<file path="src/rtl/mck_pkg.sv">
// shared types and constants of the mecanum chassis kinematics block
package mck_pkg;

  localparam int unsigned DATA_W  = 32;  // field width
  localparam int unsigned MAX_W   = 31;  // wheel speed limit width
  localparam int unsigned FRAC_W  = 16;  // fraction bits of Q16.16
  localparam int unsigned MASK_W  = 4;   // one bit per wheel
  localparam int unsigned N_WHEEL = 4;
  localparam int unsigned N_LANE  = 7;   // four wheel lanes, three estimate lanes
  localparam int unsigned SUMM_W  = 34;  // sum of four measured speeds
  localparam int unsigned PROD_Y_W = 2 * DATA_W;  // yaw times span
  localparam int unsigned MAG_W   = 48;  // magnitude into a lane
  localparam int unsigned WIDE_W  = MAG_W + 1;
  localparam int unsigned PART_W  = MAG_W / 2;
  localparam int unsigned PROD_W  = PART_W + DATA_W;
  localparam int unsigned SUM_W   = MAG_W + DATA_W + 1;
  localparam int unsigned RND_W   = SUM_W - FRAC_W;
  localparam int unsigned IDX_W   = 3;

  // lane slots
  localparam int unsigned LANE_VX  = 4;
  localparam int unsigned LANE_VY  = 5;
  localparam int unsigned LANE_YAW = 6;

  localparam logic [DATA_W-1:0] EST_LIM_POS = {1'b0, {(DATA_W-1){1'b1}}};
  localparam logic [DATA_W-1:0] EST_LIM_NEG = {1'b1, {(DATA_W-1){1'b0}}};

  typedef enum logic [IDX_W-1:0] {
    REG_SPAN_SUM     = 3'd0,
    REG_INVERSE_GAIN = 3'd1,
    REG_MAX_RPM      = 3'd2,
    REG_FORWARD_GAIN = 3'd3,
    REG_YAW_GAIN     = 3'd4,
    REG_PRESENT_MASK = 3'd5
  } mck_reg_t;

  typedef logic signed [DATA_W-1:0] mck_data_t;
  typedef logic signed [SUMM_W-1:0] mck_sum_t;
  typedef logic signed [WIDE_W-1:0] mck_wide_t;

  typedef struct packed {
    logic s1;
    logic s2;
    logic s3;
    logic s4;
  } mck_front_ld_t;

  typedef struct packed {
    logic a;
    logic b;
    logic c;
    logic d;
  } mck_lane_ld_t;

endpackage

</file>
<file path="src/rtl/mck_merge.sv">
// output stage: restores signs, drops absent wheels and holds the result word
module mck_merge import mck_pkg::*; (
  input  logic              clk,
  input  logic              ld,
  input  logic              res_sign [N_LANE],
  input  logic [DATA_W-1:0] res_mag [N_LANE],
  input  logic [MASK_W-1:0] present_mask,
  output mck_data_t         target_rpm [N_WHEEL],
  output logic [MASK_W-1:0] targets_valid,
  output mck_data_t         est_vx,
  output mck_data_t         est_vy,
  output mck_data_t         est_yaw_rate
);

  mck_data_t         val [N_LANE];
  mck_data_t         target_r [N_WHEEL];
  logic [MASK_W-1:0] valid_r;
  mck_data_t         est_vx_r, est_vy_r, est_yaw_r;

  always_comb begin
    for (int i = 0; i < N_LANE; i++) begin
      val[i] = res_sign[i] ? mck_data_t'(DATA_W'(0) - res_mag[i]) : mck_data_t'(res_mag[i]);
    end
  end

  always_ff @(posedge clk) begin
    if (ld) begin
      for (int i = 0; i < N_WHEEL; i++) begin
        target_r[i] <= present_mask[i] ? val[i] : '0;
      end
      valid_r   <= present_mask;
      est_vx_r  <= val[LANE_VX];
      est_vy_r  <= val[LANE_VY];
      est_yaw_r <= val[LANE_YAW];
    end
  end

  assign target_rpm    = target_r;
  assign targets_valid = valid_r;
  assign est_vx        = est_vx_r;
  assign est_vy        = est_vy_r;
  assign est_yaw_rate  = est_yaw_r;

endmodule

</file>
<file path="config.mk">
export PLATFORM = sky130hd
export DESIGN_NAME = mck_merge
export DESIGN_NICKNAME = d
export VERILOG_FILES = /design/src/rtl/mck_pkg.sv /design/src/rtl/mck_merge.sv
export SDC_FILE = /design/constraint.sdc
export NUM_CORES = 1
export LEC_CHECK = 0
export BUFFER_PORTS_ARGS = -buffer_cell sky130_fd_sc_hd__buf_2
export CAP_MARGIN = 20
export CORE_AREA = 2 2 179 181
export DETAILED_ROUTE_END_ITERATION = 8
export DIE_AREA = 0 0 181 183
export GPL_ROUTABILITY_DRIVEN = 0
export PLACE_DENSITY = 0.73
export SYNTH_ARGS = -nofsm -noshare
export SYNTH_HDL_FRONTEND = slang
export SYNTH_SLANG_ARGS = --single-unit
</file>
<file path="constraint.sdc">
create_clock -name clk -period 2 [get_ports clk]
set_clock_uncertainty 0.1 [all_clocks]
set_input_delay 0 -clock clk [delete_from_list [all_inputs] [get_ports clk]]
set_output_delay 0 -clock clk [all_outputs]
set_load 0.03 [all_outputs]
</file>
==> run summary <==
• **run status** finished, violations left
• **violated checks** negative setup slack
• **post-detailed-route count of antenna-violating nets** 0
• **mean area per synthesized cell** 10.9 um2
• **library cell contributing the largest single delay on the critical path** dlygate4sd3_1
• **die span in y** 183 um
• **Worst slew margin** 0.540
• **global-route wire length before repair** 79.5 mm
• **worst min-delay path class** input port to flip-flop
• **final-stage net count** 2383
• **asr flop ratio synth** 0
• **count of endpoints failing setup in the final report** 27
• **DRC Markers** 0
• **number of buffers added by the clock tree synthesis step** 27
• **Yosys top cell area share** 0.512
• **vias after detailed routing** 15100
• **minimum setup slack in the final design** -0.152 ns
• **number of distinct library cell variants in the gate-level netlist after synthesis** 62
• **buffer type at the clock tree root** clkbuf_16
• **total iterations of the first detailed-routing run** 5
• **RSZ-0062 raised after global routing** yes
• **via density per instance** 5.90
• **Post-Place Setup Slack** -0.216 ns
• **CTS tree** built
• **cell type with the largest total area after synthesis** edfxtp_1
• **period utilisation layout** 1.08
• **Num Clock Sinks** 228
• **sum of routed wire length over all layers** 56.9 mm
• **kind of capture point of the worst setup path** flip-flop
• **critical path class** input port to flip-flop
• **Crit path required time** 2.19 ns
• **cells along the critical path** buf_2 > inv_1 > ha_1 > or3b_4 > buf_4 > o41ai_1 > xnor2_1 > dlygate4sd3_1 > and2_1
• **share of the yosys chip area belonging to registers** 0.512
• **setup_tns** -1.06 ns
• **pins over their slew limit** 0
• **maximum fanout along the worst path** 4
• **HPWL after detailed placement** 32.2 mm
• **H-Tree Depth** 1
• **Top FF cell, synth** edfxtp_1
• **longest individual stage delay on the worst path** 0.58 ns
• **fraction of layout instances using a drive strength above 1** 0.345
• **Seq. cell area** 6850 um2
• **Clock Tree Buf Depth** 3
• **FF+latch count, synth** 228
• **maximum number of pins on one net before global-route repair** 54
• **most frequent cells in the layout** 458 x buf_2, 336 x dlygate4sd3_1, 228 x edfxtp_1, 137 x buf_4, 101 x xnor2_1
• **maximum VDD drop** 0.000636 V
• **main area contributors after synthesis** edfxtp_1 51%, xnor2_1 6.6%, mux2i_1 4.0%
• **most common cell after layout, fill and taps aside** buf_2
• **Layout Utilization** 0.698
• **clock-pin slew of the registers on the worst-case setup and hold paths** 0.06 ns
• **area growth from synthesis to layout** 63.1%
• **Max Cap Viol** 0
• **EDFF count, synth** 228
• **number of top-level pins** 465
• **timing-limited maximum frequency** 0.465 GHz
• **final critical-path required period** 2.15 ns
• **starting utilization of the core area** 0.428
• **area of the mapped netlist** 13400 um2
• **number of warnings printed during yosys synthesis** 0
• **total of buffers placed on input and output ports** 464
• **number of design-rule violations left by the first detailed-router iteration** 1483
• **LEAKAGE** 8.78 nW
• **total of fill cells in the finished design** 2013
• **area of the die** 33100 um2
• **footprint of the multi-input gates** 6640 um2
• **via count of the first global-routing pass** 14800
• **initial antenna violation count** 4
• **placeable core region** 31200 um2
• **detailed-route wire length per cell** 22.2 um
• **count of final hold-check violations** 0
• **power density over the cells** 684 nW/um2
• **Overflow after GRT** 0
• **Hold Worst Slack** 0.000490 ns
• **critical path arrival** 2.34 ns
• **overall routing resource usage** 0.299
• **Syn Nets** 1476
• **cell count after synthesis** 1232
• **horizontal extent of the die** 181 um
• **transition time at the pin with the least slew margin** 0.689 ns
• **Worst setup SP type** input port
• **row cnt** 65
[synthesized netlist by cell type, drive strengths merged, types with 2 or more instances]
cell,instances
nor3b,5
o31ai,52
a211o,2
nor3,33
ha,7
nand2,97
nand3,35
nand3b,9
o2111ai,2
nand4b,3
o31a,2
a2111o,2
a21boi,2
xnor2,101
xor2,31
a41oi,4
clkinv,4
clkbuf,58
nand4,15
buf,7
or3,47
or2,12
inv,23
o211ai,2
nor4,36
o21ai,57
mux2i,53
nand2b,56
nor2,70
and3,13
edfxtp,228
or3b,9
o21a,2
o41ai,53
and2,13
nor2b,3
a31oi,22
and4,2
a21oi,22
and3b,2
or4,28
[final timing paths]
check,from,end,slack [ns],cells after the start
worst min-delay path,res_mag[116],target_rpm[31],0.0005,5
worst max-delay path,res_mag[161],target_rpm[74],-0.15,9
[worst max-delay path, delay by kind of cell]
family	cells	cell delay [ns]
buf+inv	4	0.94
xor+xnor	1	0.14
compound gates	1	0.47
fa+ha+maj	1	0.19
simple gates	2	0.60
[timing repair]
item	4_1_cts	5_1_grt
endpoints found under the setup margin	0	81
endpoints found under the hold margin	315	3
hold buffers	336	4
buffers inserted	0	11
gates resized for setup	0	94
[kinds of logic (layout without fill, tap and decap cells)]
| logic type | after synthesis | count (layout) | share of synthesized area |
|---|---|---|---|
| compound gates | 229 | 229 | 0.124 |
| xor+xnor | 132 | 132 | 0.0865 |
| fa+ha+maj | 7 | 7 | 0.00655 |
| buf+inv | 92 | 1019 | 0.0272 |
| flops | 228 | 228 | 0.512 |
| mux | 53 | 53 | 0.0397 |
| other cells | 0 | 5 | 0 |
| simple gates | 491 | 491 | 0.204 |
[registers in the layout, summed over array words and instances, names as in the netlist]
register / cells
target_rpm: 128
est_yaw_rate: 32
est_vx: 32
targets_valid: 4
est_vy: 32
[layer usage]
metal	vias to the layer above	wire length (um)	GRT usage
met5	-	0	0
met4	0	3870	0.150
met3	290	5860	0.0723
met2	1158	27600	0.530
met1	7154	19500	0.337
li1	6545	-	-
[stage by stage]
step / cells / total power, W / cell area [um2]
2_1_floorplan: 1232 / 0.00782 / 13400
3_3_place_gp: 2165 / 0.00909 / 17000
3_5_place_dp: 2165 / 0.00915 / 17000
4_1_cts: 2550 / 0.0146 / 21200
5_1_grt: 2565 / 0.0154 / 21800
6_report: 2566 / 0.0149 / 21800
[report_power, final]
group / switching, W / internal, W / total [W]
clock network: 0.00207 / 0.00287 / 0.00494
logic: 0.00242 / 0.00156 / 0.00398
registers: 0.000165 / 0.00582 / 0.00599
[cell type report]
cell class	instances	share of cell area
Clock buffer	36	0.0325
Clock inverter	13	0.00666
Sequential cell	228	0.314
Antenna cell	5	0.000574
Tap cell	402	0.0231
Inverter	27	0.00499
Timing Repair Buffer	943	0.314
Multi-Input combinational cell	912	0.304
Note: power is estimated with default switching activity, not from simulation.
