**src/rtl/mck_pkg.sv**
```systemverilog
// shared types and constants of the mecanum chassis kinematics block
package mck_pkg;

  localparam int unsigned DATA_W  = 32;  // field width
  localparam int unsigned MAX_W   = 31;  // wheel speed limit width
  localparam int unsigned FRAC_W  = 16;  // fraction bits of Q16.16
  localparam int unsigned MASK_W  = 4;   // one bit per wheel
  localparam int unsigned N_WHEEL = 4;
  localparam int unsigned N_LANE  = 7;   // four wheel lanes, three estimate lanes
  localparam int unsigned SUMM_W  = 34;  // sum of four measured speeds
  localparam int unsigned PROD_Y_W = 2 * DATA_W;  // yaw times span
  localparam int unsigned MAG_W   = 48;  // magnitude into a lane
  localparam int unsigned WIDE_W  = MAG_W + 1;
  localparam int unsigned PART_W  = MAG_W / 2;
  localparam int unsigned PROD_W  = PART_W + DATA_W;
  localparam int unsigned SUM_W   = MAG_W + DATA_W + 1;
  localparam int unsigned RND_W   = SUM_W - FRAC_W;
  localparam int unsigned IDX_W   = 3;

  // lane slots
  localparam int unsigned LANE_VX  = 4;
  localparam int unsigned LANE_VY  = 5;
  localparam int unsigned LANE_YAW = 6;

  localparam logic [DATA_W-1:0] EST_LIM_POS = {1'b0, {(DATA_W-1){1'b1}}};
  localparam logic [DATA_W-1:0] EST_LIM_NEG = {1'b1, {(DATA_W-1){1'b0}}};

  typedef enum logic [IDX_W-1:0] {
    REG_SPAN_SUM     = 3'd0,
    REG_INVERSE_GAIN = 3'd1,
    REG_MAX_RPM      = 3'd2,
    REG_FORWARD_GAIN = 3'd3,
    REG_YAW_GAIN     = 3'd4,
    REG_PRESENT_MASK = 3'd5
  } mck_reg_t;

  typedef logic signed [DATA_W-1:0] mck_data_t;
  typedef logic signed [SUMM_W-1:0] mck_sum_t;
  typedef logic signed [WIDE_W-1:0] mck_wide_t;

  typedef struct packed {
    logic s1;
    logic s2;
    logic s3;
    logic s4;
  } mck_front_ld_t;

  typedef struct packed {
    logic a;
    logic b;
    logic c;
    logic d;
  } mck_lane_ld_t;

endpackage

```
**src/rtl/mck_lane.sv**
```systemverilog
// one scaling lane: magnitude, split multiply, rounding and clamp
module mck_lane import mck_pkg::*; (
  input  logic              clk,
  input  mck_lane_ld_t      ld,
  input  mck_wide_t         val,
  input  logic [DATA_W-1:0] gain,
  input  logic [DATA_W-1:0] lim_pos,
  input  logic [DATA_W-1:0] lim_neg,
  output logic              res_sign,
  output logic [DATA_W-1:0] res_mag
);

  logic              sign_a_r, sign_b_r, sign_c_r, sign_d_r;
  logic [MAG_W-1:0]  mag_a_r;
  logic [PROD_W-1:0] pp_lo_r, pp_hi_r;
  logic [RND_W-1:0]  rnd_r;
  logic [DATA_W-1:0] mag_d_r;

  mck_wide_t         neg_val;
  logic [SUM_W-1:0]  sum;
  logic [DATA_W-1:0] lim;

  assign neg_val = -val;
  assign sum = (SUM_W'(pp_hi_r) << PART_W) + SUM_W'(pp_lo_r)
             + (SUM_W'(1) << (FRAC_W - 1));
  assign lim = sign_c_r ? lim_neg : lim_pos;

  always_ff @(posedge clk) begin
    if (ld.a) begin
      sign_a_r <= val[WIDE_W-1];
      mag_a_r  <= val[WIDE_W-1] ? neg_val[MAG_W-1:0] : val[MAG_W-1:0];
    end
    if (ld.b) begin
      sign_b_r <= sign_a_r;
      pp_lo_r  <= mag_a_r[PART_W-1:0] * gain;
      pp_hi_r  <= mag_a_r[MAG_W-1:PART_W] * gain;
    end
    if (ld.c) begin
      sign_c_r <= sign_b_r;
      rnd_r    <= sum[SUM_W-1:FRAC_W];
    end
    if (ld.d) begin
      sign_d_r <= sign_c_r;
      mag_d_r  <= (rnd_r > RND_W'(lim)) ? lim : rnd_r[DATA_W-1:0];
    end
  end

  assign res_sign = sign_d_r;
  assign res_mag  = mag_d_r;

endmodule

```
**config.mk**
```make
export PLATFORM = sky130hd
export DESIGN_NAME = mck_lane
export DESIGN_NICKNAME = d
export VERILOG_FILES = /design/src/rtl/mck_pkg.sv /design/src/rtl/mck_lane.sv
export SDC_FILE = /design/constraint.sdc
export NUM_CORES = 2
export LEC_CHECK = 0
export BUFFER_PORTS_ARGS = -buffer_cell sky130_fd_sc_hd__buf_4
export CORE_ASPECT_RATIO = 2
export CORE_MARGIN = 4
export CORE_UTILIZATION = 52
export CTS_CLUSTER_DIAMETER = 100
export DETAILED_ROUTE_END_ITERATION = 7
export PLACE_DENSITY_LB_ADDON = 0.2
export SETUP_SLACK_MARGIN = 0.02
export SYNTH_ARGS = -nofsm -noshare
export SYNTH_HDL_FRONTEND = slang
export SYNTH_SLANG_ARGS = --single-unit
```
**constraint.sdc**
```tcl
create_clock -name clk -period 9.25 [get_ports clk]
set_input_delay 0 -clock clk [delete_from_list [all_inputs] [get_ports clk]]
set_output_delay 0 -clock clk [all_outputs]
set_load 0.02 [all_outputs]
```
==> out/results.tsv <==
stage	metric	value	unit
critical_path	cpMostUsedCell	fa_1	
floorplan	die_h	494	µm
sta	finClkSkew	0.0355	ns
synthesis	synth_nets	8433	
placement	place.gp.congestion	0.979	
drt	drt-pass1-iter-count	7	
global_routing	grt_use_total	31.7	%
floorplan	core	117000	µm²
drt	drc	0	
drt	detail-route-antenna-nets	0	
sta	rsz0062_at_grt	false	
layout	drive_above_1_share	5.00	%
drt	drt-total-wl	192000	µm
sta	tns	0	ns
drt	drt_iter0_drc	2768	
sta	setup_violations	0	
critical_path	path_buf_inv	6	
job	cap_violations	0	
floorplan	initial_core_util	52.3	%
critical_path	crit_type	register to register	
sta	slew_viol_final	0	
critical_path	cp_slowest_cell	edfxtp_1	
clock_tree	cts_root_buf	clkbuf_16	
floorplan	ioPinCount	183	
clock_tree	cts_tree	done	
critical_path	required	9.57	ns
clock_tree	cts-htree-levels	1	
sta	max_freq	0.120	GHz
global_routing	antenna_found_initial	8	
critical_path	crit_family	adder cells	
critical_path	slowest_delay	1.13	ns
synthesis	synth_edf_count	246	
sta	worst_pin_slew	1.43	ns
placement	hpwl	149000	µm
floorplan	die-width	251	µm
synthesis	synth_area_leader_cell	fa_1	
sta	slew_headroom	3.62	%
critical_path	start_kind	register	
synthesis	seq_area_frac_synth	12.0	%
synthesis	syn_avg_cell_area	9.38	µm²
clock_tree	cts_buffers	28	
critical_path	cp_max_fo	20	
synthesis	yosys_warnings	0	
synthesis	syn_area	61400	µm²
critical_path	arrival	8.67	ns
global_routing	grt_pass1_vias	51800	
critical_path	end_kind	register	
synthesis	netlist_instances	6542	
synthesis	synth-async-reset-ratio	0	%
clock_tree	cts_buffer_depth	3	
drt	viasPerCell	5.65	
clock_tree	worstSkewPairLatency	0.65	ns
global_routing	grt_remaining_overflow	0	
floorplan	dieArea	124000	µm²
global_routing	grt_pass1_wl	296000	µm
layout	syn2layout_area_growth	7.95	%
sta	min_period	8.35	ns
layout	regArea	7390	µm²
drt	route.vias.total	46200	
sta	hold_violations	0	
global_routing	grt_max_degree	68	
clock_tree	cts_resized	0	
sta	finalCritPeriodShare	90.2	%
synthesis	ys_seq_elements	246	
floorplan	rows	178	
layout	fill_cells	10500	
status	status	completed	
clock_tree	cts_sinks	246	
layout	multi_input_area	46900	µm²
synthesis	synth_flop_cell	edfxtp_1	
drt	wire_per_inst	23.6	µm
worst_hold_path	min_path_type	input pin to register	
critical_path	cp_cell_sequence	buf_4, nand2_1, fa_1, inv_1, fa_1, inv_1, fa_1, inv_1, fa_1, fa_1, fa_1, inv_1, fa_1, inv_1, ha_1, nand2_1, nor2_1, nand2_1, o21ai_0, nand2b_1, o41a_1, nand3_1, o21ai_0, xnor2_1	
synthesis	yosysTopAreaCellShare	42.9	%
synthesis	synthTopCellsByArea	fa_1 43%, edfxtp_1 12%, inv_1 9.4%	
synthesis	synth_cell_types	72	
clock_tree	clk_pin_slew_worst_paths	0.08	ns
layout	nets	8507	
placement	port-buffer-count	182	
## final cells by class
class / count / share of cell area (%)
Tap cell: 1530 / 2.89
Inverter: 1529 / 8.66
Sequential cell: 246 / 11.2
Timing Repair Buffer: 389 / 4.95
Clock buffer: 30 / 1.07
Multi-Input combinational cell: 4422 / 70.9
Clock inverter: 20 / 0.399
Antenna cell: 4 / 0.0151
## cells in the mapped netlist, types with 39 or more instances
| master | count |
|---|---|
| a21o_1 | 99 |
| a21oi_1 | 140 |
| and2_1 | 780 |
| clkbuf_1 | 327 |
| edfxtp_1 | 246 |
| fa_1 | 1315 |
| ha_1 | 426 |
| inv_1 | 1529 |
| mux2i_1 | 64 |
| nand2_1 | 860 |
| nand3_1 | 39 |
| nand4_1 | 42 |
| nor2_1 | 89 |
| o21ai_0 | 80 |
| xnor2_1 | 141 |
| xor2_1 | 60 |
## cells in the final DEF, fill, tap and decap left out, drive strengths merged, types with 19 or more instances in the layout
cell type,instances
a21o,99
a21oi,140
and2,780
and3,19
buf,254
clkbuf,30
dlygate4sd3,135
edfxtp,246
fa,1315
ha,426
inv,1536
mux2i,64
nand2,861
nand3,40
nand4,42
nor2,89
nor3,31
o21ai,81
o31ai,19
xnor2,141
xor2,60
## metrics by stage
step / setup slack (ns) / area, µm² / instances / hold WS, ns / util (%)
floorplan: 2.33 / 61400 / 6542 / 0.0989 / -
global placement: 0.987 / 63900 / 7980 / 0.223 / 54.4
detailed placement: 1.04 / 63900 / 7980 / 0.222 / 54.4
CTS: 0.997 / 66200 / 8165 / 0.00695 / 56.4
global route: 0.496 / 66200 / 8167 / 0.0319 / 56.4
finish: 0.902 / 66200 / 8170 / 0.0291 / 56.4
## worst reg2reg max path, stage by stage, from the launching register on
cell      delay, ns
edfxtp_1       1.13
buf_4          0.38
nand2_1        0.10
fa_1           0.55
inv_1          0.07
fa_1           0.55
inv_1          0.06
fa_1           0.50
inv_1          0.06
fa_1           0.55
fa_1           0.43
fa_1           0.50
inv_1          0.07
fa_1           0.61
inv_1          0.07
ha_1           0.41
nand2_1        0.15
nor2_1         0.16
nand2_1        0.10
o21ai_0        0.18
nand2b_1       0.12
o41a_1         0.45
nand3_1        0.07
o21ai_0        0.14
xnor2_1        0.64
## final timing paths
| path | startpoint | end | slack (ns) | cells past startpoint |
|---|---|---|---|---|
| worst max-delay path | mag_a_r[10] | pp_lo_r[55] | 0.90 | 24 |
| worst min-delay path | ld[3] | mag_a_r[27] | 0.03 | 1 |
| worst min register to register | sign_b_r | sign_c_r | 0.43 | 0 |
| worst max register to register | mag_a_r[10] | pp_lo_r[55] | 0.90 | 24 |
## metal layers
metal | part of all wire (%) | vias up | track usage (%) | wire length [µm]
met3 | 6.0 | 822 | 4.28 | 11500
met4 | 11 | 4 | 27.1 | 21900
li1 | - | 19600 | - | -
met5 | 0.017 | - | 0 | 32
met1 | 31 | 23800 | 31.4 | 59400
met2 | 52 | 1878 | 57.7 | 99700
## what timing repair did
item	in CTS	in global routing
hold buffers	135	0
hold endpoints to repair	145	0
endpoints found under the setup margin	0	0
setup buffers	0	0
## registers in the layout (all words and copies together) (netlist names), 32 cells and up
| register | cells |
|---|---|
| pp_hi_r | 56 |
| res_mag | 32 |
| rnd_r | 65 |
| pp_lo_r | 41 |
| mag_a_r | 48 |
## cell families (layout without fill, tap and decap cells)
kind of cell               Yosys count  after routing  share of synthesized area (%)
and+or+nand+nor                   1945           1945                           15.9
buffers and inverters             1874           1968                           11.5
adders and majority gates         1741           1741                           51.6
DFF                                246            246                           12.0
AOI/OAI and AO/OA                  468            468                           4.99
muxes                               67             67                           1.10
xor gates and xnor gates           201            201                           2.87
other                                0              4                              0
Power is left out: the tool's default activity adds up to more than one toggle a clock period on the data nets, which glitch-free logic cannot reach.
