`src/rtl/mck_pkg.sv`:
```
// shared types and constants of the mecanum chassis kinematics block
package mck_pkg;

  localparam int unsigned DATA_W  = 32;  // field width
  localparam int unsigned MAX_W   = 31;  // wheel speed limit width
  localparam int unsigned FRAC_W  = 16;  // fraction bits of Q16.16
  localparam int unsigned MASK_W  = 4;   // one bit per wheel
  localparam int unsigned N_WHEEL = 4;
  localparam int unsigned N_LANE  = 7;   // four wheel lanes, three estimate lanes
  localparam int unsigned SUMM_W  = 34;  // sum of four measured speeds
  localparam int unsigned PROD_Y_W = 2 * DATA_W;  // yaw times span
  localparam int unsigned MAG_W   = 48;  // magnitude into a lane
  localparam int unsigned WIDE_W  = MAG_W + 1;
  localparam int unsigned PART_W  = MAG_W / 2;
  localparam int unsigned PROD_W  = PART_W + DATA_W;
  localparam int unsigned SUM_W   = MAG_W + DATA_W + 1;
  localparam int unsigned RND_W   = SUM_W - FRAC_W;
  localparam int unsigned IDX_W   = 3;

  // lane slots
  localparam int unsigned LANE_VX  = 4;
  localparam int unsigned LANE_VY  = 5;
  localparam int unsigned LANE_YAW = 6;

  localparam logic [DATA_W-1:0] EST_LIM_POS = {1'b0, {(DATA_W-1){1'b1}}};
  localparam logic [DATA_W-1:0] EST_LIM_NEG = {1'b1, {(DATA_W-1){1'b0}}};

  typedef enum logic [IDX_W-1:0] {
    REG_SPAN_SUM     = 3'd0,
    REG_INVERSE_GAIN = 3'd1,
    REG_MAX_RPM      = 3'd2,
    REG_FORWARD_GAIN = 3'd3,
    REG_YAW_GAIN     = 3'd4,
    REG_PRESENT_MASK = 3'd5
  } mck_reg_t;

  typedef logic signed [DATA_W-1:0] mck_data_t;
  typedef logic signed [SUMM_W-1:0] mck_sum_t;
  typedef logic signed [WIDE_W-1:0] mck_wide_t;

  typedef struct packed {
    logic s1;
    logic s2;
    logic s3;
    logic s4;
  } mck_front_ld_t;

  typedef struct packed {
    logic a;
    logic b;
    logic c;
    logic d;
  } mck_lane_ld_t;

endpackage

```
`src/rtl/mck_front.sv`:
```
// front pipeline: yaw term, wheel mixing and measured speed sums
module mck_front import mck_pkg::*; (
  input  logic                 clk,
  input  mck_front_ld_t        ld,
  input  mck_data_t            cmd_vx,
  input  mck_data_t            cmd_vy,
  input  mck_data_t            cmd_yaw_rate,
  input  mck_data_t            measured [N_WHEEL],
  input  logic [DATA_W-1:0]    span_sum,
  input  logic [MASK_W-1:0]    present_mask,
  output mck_wide_t            lane_val [N_LANE]
);

  // stage 1
  mck_data_t           vx1_r, vy1_r;
  logic                yaw_neg1_r;
  logic [DATA_W-1:0]   yaw_mag1_r;
  mck_data_t           m1_r [N_WHEEL];
  // stage 2
  mck_data_t           vx2_r, vy2_r;
  logic                yaw_neg2_r;
  logic [PROD_Y_W-1:0] prod2_r;
  mck_sum_t            fx2_r, fy2_r, fw2_r;
  // stage 3
  mck_data_t           vx3_r, vy3_r;
  mck_wide_t           t3_r;
  mck_sum_t            fx3_r, fy3_r, fw3_r;
  // stage 4
  mck_wide_t           lane_val_r [N_LANE];

  logic [DATA_W-1:0]   yaw_neg_val;
  logic [PROD_Y_W-1:0] prod_rnd;
  mck_wide_t           t_mag_w;
  mck_wide_t           vx_w, vy_w;

  assign yaw_neg_val = DATA_W'(0) - cmd_yaw_rate;
  assign prod_rnd    = prod2_r + (PROD_Y_W'(1) << (FRAC_W - 1));
  assign t_mag_w     = mck_wide_t'({1'b0, prod_rnd[PROD_Y_W-2:FRAC_W]});
  assign vx_w        = mck_wide_t'(vx3_r);
  assign vy_w        = mck_wide_t'(vy3_r);

  always_ff @(posedge clk) begin
    if (ld.s1) begin
      vx1_r      <= cmd_vx;
      vy1_r      <= cmd_vy;
      yaw_neg1_r <= cmd_yaw_rate[DATA_W-1];
      yaw_mag1_r <= cmd_yaw_rate[DATA_W-1] ? yaw_neg_val : cmd_yaw_rate;
      for (int i = 0; i < N_WHEEL; i++) begin
        // an absent wheel reads as standing still
        m1_r[i] <= present_mask[i] ? measured[i] : '0;
      end
    end
    if (ld.s2) begin
      vx2_r      <= vx1_r;
      vy2_r      <= vy1_r;
      yaw_neg2_r <= yaw_neg1_r;
      prod2_r    <= yaw_mag1_r * span_sum;
      fx2_r <= mck_sum_t'(m1_r[0]) + mck_sum_t'(m1_r[1])
             + mck_sum_t'(m1_r[2]) + mck_sum_t'(m1_r[3]);
      fy2_r <= mck_sum_t'(m1_r[1]) + mck_sum_t'(m1_r[2])
             - mck_sum_t'(m1_r[0]) - mck_sum_t'(m1_r[3]);
      fw2_r <= mck_sum_t'(m1_r[1]) + mck_sum_t'(m1_r[3])
             - mck_sum_t'(m1_r[0]) - mck_sum_t'(m1_r[2]);
    end
    if (ld.s3) begin
      vx3_r <= vx2_r;
      vy3_r <= vy2_r;
      // round half away from zero on the magnitude, then restore sign
      t3_r  <= yaw_neg2_r ? -t_mag_w : t_mag_w;
      fx3_r <= fx2_r;
      fy3_r <= fy2_r;
      fw3_r <= fw2_r;
    end
    if (ld.s4) begin
      lane_val_r[0]        <= vx_w - vy_w - t3_r;
      lane_val_r[1]        <= vx_w + vy_w + t3_r;
      lane_val_r[2]        <= vx_w + vy_w - t3_r;
      lane_val_r[3]        <= vx_w - vy_w + t3_r;
      lane_val_r[LANE_VX]  <= mck_wide_t'(fx3_r);
      lane_val_r[LANE_VY]  <= mck_wide_t'(fy3_r);
      lane_val_r[LANE_YAW] <= mck_wide_t'(fw3_r);
    end
  end

  assign lane_val = lane_val_r;

endmodule

```
`config.mk`:
```
export PLATFORM = sky130hd
export DESIGN_NAME = mck_front
export DESIGN_NICKNAME = d
export VERILOG_FILES = /design/src/rtl/mck_pkg.sv /design/src/rtl/mck_front.sv
export SDC_FILE = /design/constraint.sdc
export NUM_CORES = 2
export LEC_CHECK = 0
export ABC_AREA = 1
export BUFFER_PORTS_ARGS = -buffer_cell sky130_fd_sc_hd__buf_2
export CAP_MARGIN = 10
export CORE_MARGIN = 2
export CORE_UTILIZATION = 60
export CTS_CLUSTER_SIZE = 14
export DETAILED_ROUTE_END_ITERATION = 10
export PLACE_DENSITY = 0.79
export SETUP_SLACK_MARGIN = 0.3
export SYNTH_ARGS = -nofsm -noshare
export SYNTH_HDL_FRONTEND = slang
export SYNTH_SLANG_ARGS = --single-unit
```
`constraint.sdc`:
```
create_clock -name clk -period 14.15 [get_ports clk]
set_input_delay 2.1225 -clock clk [delete_from_list [all_inputs] [get_ports clk]]
set_output_delay 2.1225 -clock clk [all_outputs]
set_load 0.005 [all_outputs]
```
==> report_table.html <==
<table>
<tr><th>Metric</th><th>Value</th></tr>
<tr><th colspan="2">Drt</th></tr>
<tr><td>Total iterations of the first detailed-routing run</td><td>9</td></tr>
<tr><td>Final ANT Viol Nets</td><td>0</td></tr>
<tr><td>Routed wire length</td><td>about 320000 microns</td></tr>
<tr><td>Via count</td><td>77140</td></tr>
<tr><td>Routed wirelength normalized by instance count</td><td>23.27 microns</td></tr>
<tr><td>Number of violations reported at the end of detailed-routing iteration 0</td><td>8643</td></tr>
<tr><td>Routed via count divided by cell count</td><td>5.690</td></tr>
<tr><td>DRC violation count after routing</td><td>0</td></tr>
<tr><th colspan="2">GRT</th></tr>
<tr><td>GR Layer Usage met3</td><td>about a tenth</td></tr>
<tr><td>Vias in the first global route</td><td>between 70000 and 80000</td></tr>
<tr><td>Aggregate global routing overflow</td><td>0</td></tr>
<tr><td>Global-route track usage on met2</td><td>60.96%</td></tr>
<tr><td>First-pass GRT wire length</td><td>~470000 microns</td></tr>
<tr><td>Met1 track demand over resource</td><td>52.21%</td></tr>
<tr><td>Antenna violations before repair</td><td>9</td></tr>
<tr><td>Busiest layer in global routing</td><td>met2</td></tr>
<tr><td>Global router's overall resource usage</td><td>~39%</td></tr>
<tr><td>Maximum number of pins on one net before global-route repair</td><td>around 160</td></tr>
<tr><th colspan="2">Run status</th></tr>
<tr><td>Result of the run</td><td>completed</td></tr>
<tr><th colspan="2">Clock tree</th></tr>
<tr><td>TritonCTS clock tree</td><td>built</td></tr>
<tr><td>Clk pin slew, worst setup/hold paths</td><td>about 70 ps</td></tr>
<tr><td>CTS HTree Levels</td><td>3</td></tr>
<tr><td>Post-CTS Repair Setup Buffers</td><td>0</td></tr>
<tr><td>Buffer levels on the longest clock path</td><td>3</td></tr>
<tr><td>Worst-skew pair later-pin latency</td><td>approximately 800 ps</td></tr>
<tr><td>Number of clock buffers inserted by TritonCTS</td><td>roughly 100</td></tr>
<tr><td>CTS Root Buffer Type</td><td>sky130_fd_sc_hd__clkbuf_16</td></tr>
<tr><td>Total of hold buffers inserted after clock tree synthesis</td><td>0</td></tr>
<tr><td>Resized Gates After CTS</td><td>0</td></tr>
<tr><td>Clock sink count</td><td>approximately 950</td></tr>
<tr><th colspan="2">Worst hold path</th></tr>
<tr><td>Hold Path Class</td><td>reg2reg</td></tr>
<tr><td>Worst hold start</td><td>fx2_r[18]$_DFFE_PP_</td></tr>
<tr><td>Worst hold path stage count</td><td>0</td></tr>
<tr><td>Hold-critical path endpoint</td><td>fx3_r[18]$_DFFE_PP_</td></tr>
<tr><th colspan="2">Floorplanning</th></tr>
<tr><td>Die boundary height</td><td>slightly above 400 microns</td></tr>
<tr><td>Std-Cell Core Area</td><td>~0.16 sq mm</td></tr>
<tr><td>Number of placement rows</td><td>roughly 150</td></tr>
<tr><td>Starting utilization of the core area</td><td>about three fifths</td></tr>
<tr><td>Die outline area</td><td>roughly 0.16 sq mm</td></tr>
<tr><td>Boundary pin count</td><td>~610</td></tr>
<tr><td>Die Span X</td><td>approximately 400 microns</td></tr>
<tr><th colspan="2">Timing</th></tr>
<tr><td>Post-route clock period utilization</td><td>approximately two thirds</td></tr>
<tr><td>Slew Viols, Final</td><td>0</td></tr>
<tr><td>Highest clock frequency the design can meet</td><td>approximately 0.11 GHz</td></tr>
<tr><td>Worst-margin pin slew</td><td>1196 ps</td></tr>
<tr><td>Number of failing hold endpoints at the final stage</td><td>0</td></tr>
<tr><td>Final-layout setup total negative slack</td><td>0 ps</td></tr>
<tr><td>Slew margin rel.</td><td>19.43%</td></tr>
<tr><td>RSZ-0062 raised after global routing</td><td>no</td></tr>
<tr><td>Clock Skews</td><td>about 67 ps</td></tr>
<tr><td>Final setup viols</td><td>0</td></tr>
<tr><td>Clock period minus worst slack</td><td>9509 ps</td></tr>
<tr><th colspan="2">Synth</th></tr>
<tr><td>Sequential area share after synthesis</td><td>a little under a third</td></tr>
<tr><td>Mapped Area</td><td>roughly 0.095 sq mm</td></tr>
<tr><td>Simple-gate share of the synthesized area</td><td>~16%</td></tr>
<tr><td>EDFF count, synth</td><td>around 950</td></tr>
<tr><td>Most frequent cells after synthesis</td><td>sky130_fd_sc_hd__inv_1, sky130_fd_sc_hd__nand2_1, sky130_fd_sc_hd__fa_1, sky130_fd_sc_hd__edfxtp_1, sky130_fd_sc_hd__nor2_1</td></tr>
<tr><td>Number of standard cells after synthesis</td><td>around 11000</td></tr>
<tr><td>Synth Net Count</td><td>between 10000 and 15000</td></tr>
<tr><td>Register bit count reported by yosys</td><td>between 900 and 1000</td></tr>
<tr><td>Leading area contributor after synthesis</td><td>sky130_fd_sc_hd__edfxtp_1</td></tr>
<tr><td>Fraction of the mapped netlist area in adder cells</td><td>31.14%</td></tr>
<tr><td>Largest family of logic cells by synthesized area</td><td>adder cells</td></tr>
<tr><td>Most used DFF post-synth</td><td>sky130_fd_sc_hd__edfxtp_1</td></tr>
<tr><td>Share of the synthesized area in the top cell type</td><td>around 30%</td></tr>
<tr><td>Synthesized-area fraction occupied by ao, oa, aoi and oai cells</td><td>around 7%</td></tr>
<tr><td>Count leader, synth</td><td>sky130_fd_sc_hd__inv_1</td></tr>
<tr><td>Average instance area after synthesis</td><td>8.639 sq um</td></tr>
<tr><td>Async set-or-reset flop fraction in the synthesized netlist</td><td>0%</td></tr>
<tr><td>Leading post-synthesis cells by cell area</td><td>sky130_fd_sc_hd__edfxtp_1, sky130_fd_sc_hd__fa_1, sky130_fd_sc_hd__inv_1</td></tr>
<tr><td>Count of cell types in the netlist</td><td>56</td></tr>
<tr><td>Warning count from the yosys run</td><td>0</td></tr>
<tr><td>Mux contribution to synthesized area</td><td>0%</td></tr>
<tr><td>Parity-gate share of the synthesized area counting xor and xnor cells</td><td>under 10%</td></tr>
<tr><th colspan="2">Placement</th></tr>
<tr><td>Placed wire-length estimate after detailed placement</td><td>between 200000 and 300000 microns</td></tr>
<tr><td>Standard cell area after detailed placement</td><td>roughly 0.10 sq mm</td></tr>
<tr><td>Port Buf Inserts</td><td>between 600 and 700</td></tr>
<tr><td>GP Congestion</td><td>1.129</td></tr>
<tr><th colspan="2">Finish</th></tr>
<tr><td>Share of post-route cells with drive strength above 1</td><td>7.714%</td></tr>
<tr><td>Relative area change from synthesis to final layout</td><td>8.153%</td></tr>
<tr><td>Post-layout util</td><td>between 60% and 70%</td></tr>
<tr><td>Number of fill cells in the layout</td><td>about 13000</td></tr>
<tr><td>NumNets Final</td><td>between 10000 and 15000</td></tr>
<tr><td>ANT cells</td><td>0</td></tr>
<tr><td>Cell area after layout</td><td>0.1029 sq mm</td></tr>
<tr><th colspan="2">Setup path</th></tr>
<tr><td>Most prevalent standard cell on the critical path</td><td>sky130_fd_sc_hd__fa_1</td></tr>
<tr><td>Number of cell instances on the worst register-to-register path</td><td>27</td></tr>
<tr><td>Critical setup path kind</td><td>in2reg</td></tr>
<tr><td>Element type at the critical path end</td><td>flip-flop</td></tr>
<tr><td>Reg-to-reg slack, setup</td><td>5680 ps</td></tr>
<tr><td>Startpoint of the worst-slack reg-to-reg timing path</td><td>yaw_mag1_r[10]$_DFFE_PP_</td></tr>
<tr><td>RR Endpoint</td><td>prod2_r[50]$_DFFE_PP_</td></tr>
<tr><td>Crit path required time</td><td>between 10000 and 15000 ps</td></tr>
<tr><td>CP arrival</td><td>10000 ps</td></tr>
<tr><td>Delay contributed by the slowest stage of the critical path</td><td>960 ps</td></tr>
<tr><td>CP startpoint kind</td><td>input pin</td></tr>
<tr><td>CP max FO</td><td>32</td></tr>
<tr><td>Critical-path cell with the highest stage delay</td><td>sky130_fd_sc_hd__nor3_1</td></tr>
<tr><th colspan="2">Job</th></tr>
<tr><td>MaxCap Viol Count</td><td>0</td></tr>
</table>
## sequential cells by signal (all words and copies together) (netlist names), 34 cells and up
signal	cells
t3_r	49
lane_val	296
fx3_r	34
fw2_r	34
fy2_r	34
fy3_r	34
prod2_r	48
fx2_r	34
fw3_r	34
m1_r	128
## metal layers
layer  vias up  wire, microns
met2      4524         141600
met4         6          16140
met5         -             28
li1      34440              -
met1     37350         122100
met3       818          35670
## kinds of logic after synthesis
logic type,Yosys count
fa+ha+maj,1710
xor+xnor,395
simple gates,3819
compound gates,1175
flops,951
buf+inv,2960
## placed cells by master, fill, tap and decap left out, types with 13 or more instances in the layout
cell	n
sky130_fd_sc_hd__nor2_4	17
sky130_fd_sc_hd__nand2_1	2492
sky130_fd_sc_hd__nand3b_1	18
sky130_fd_sc_hd__xor2_1	318
sky130_fd_sc_hd__buf_2	603
sky130_fd_sc_hd__xnor2_1	76
sky130_fd_sc_hd__nor2_1	784
sky130_fd_sc_hd__o21ai_0	349
sky130_fd_sc_hd__a21o_1	70
sky130_fd_sc_hd__o21a_1	33
sky130_fd_sc_hd__clkinv_2	14
sky130_fd_sc_hd__edfxtp_1	951
sky130_fd_sc_hd__clkbuf_16	98
sky130_fd_sc_hd__nand2_2	27
sky130_fd_sc_hd__a31oi_1	59
sky130_fd_sc_hd__inv_1	2591
sky130_fd_sc_hd__o211ai_1	16
sky130_fd_sc_hd__fa_1	1095
sky130_fd_sc_hd__o21bai_1	67
sky130_fd_sc_hd__nand4_1	74
sky130_fd_sc_hd__clkbuf_1	15
sky130_fd_sc_hd__nor3_1	76
sky130_fd_sc_hd__buf_4	49
sky130_fd_sc_hd__ha_1	615
sky130_fd_sc_hd__a21boi_0	25
sky130_fd_sc_hd__a21oi_1	500
sky130_fd_sc_hd__nand3_1	255
sky130_fd_sc_hd__clkinv_1	23
sky130_fd_sc_hd__nor4_1	33
sky130_fd_sc_hd__nor2_2	13
## stage by stage
step	instances	hold slack, ps	setup slack, ps
after floorplan	11010	400.3	5801
after global placement	13380	400.5	4235
after detailed placement	13380	404.5	4247
after CTS	13560	391.0	5040
after global routing	13560	392.7	4533
final	13560	384.7	4641
## final cells by class
class	count	area, sq um	area share, %
Clock inverter	67	750.7	0.7297
Timing Repair Buffer	657	3466	3.369
Sequential cell	951	28560	27.76
Multi-Input combinational cell	7099	55250	53.70
Tap cell	2072	2592	2.520
Inverter	2598	9753	9.481
Clock buffer	113	2509	2.439
## how the worst max path moves through the flow
stage            startpoint               endpoint  slack [ps]  cells after the start
2_1_floorplan  span_sum[17]  prod2_r[56]$_DFFE_PP_        5800                     31
3_3_place_gp   span_sum[23]  prod2_r[50]$_DFFE_PP_        4240                     25
3_5_place_dp   span_sum[23]  prod2_r[50]$_DFFE_PP_        4250                     25
4_1_cts        span_sum[23]  prod2_r[50]$_DFFE_PP_        5040                     25
5_1_grt         span_sum[8]  prod2_r[56]$_DFFE_PP_        4530                     27
6_report       span_sum[23]  prod2_r[50]$_DFFE_PP_        4640                     25
## worst max-delay path: cells and delay by family
kind	cells	cell delay, ps
simple gates	7	2030
fa+ha+maj	9	4430
xor+xnor	1	90
buf+inv	8	1270
Power is not shown: default switching activity piles up to over one toggle a cycle in this logic, so the estimate is an artifact.
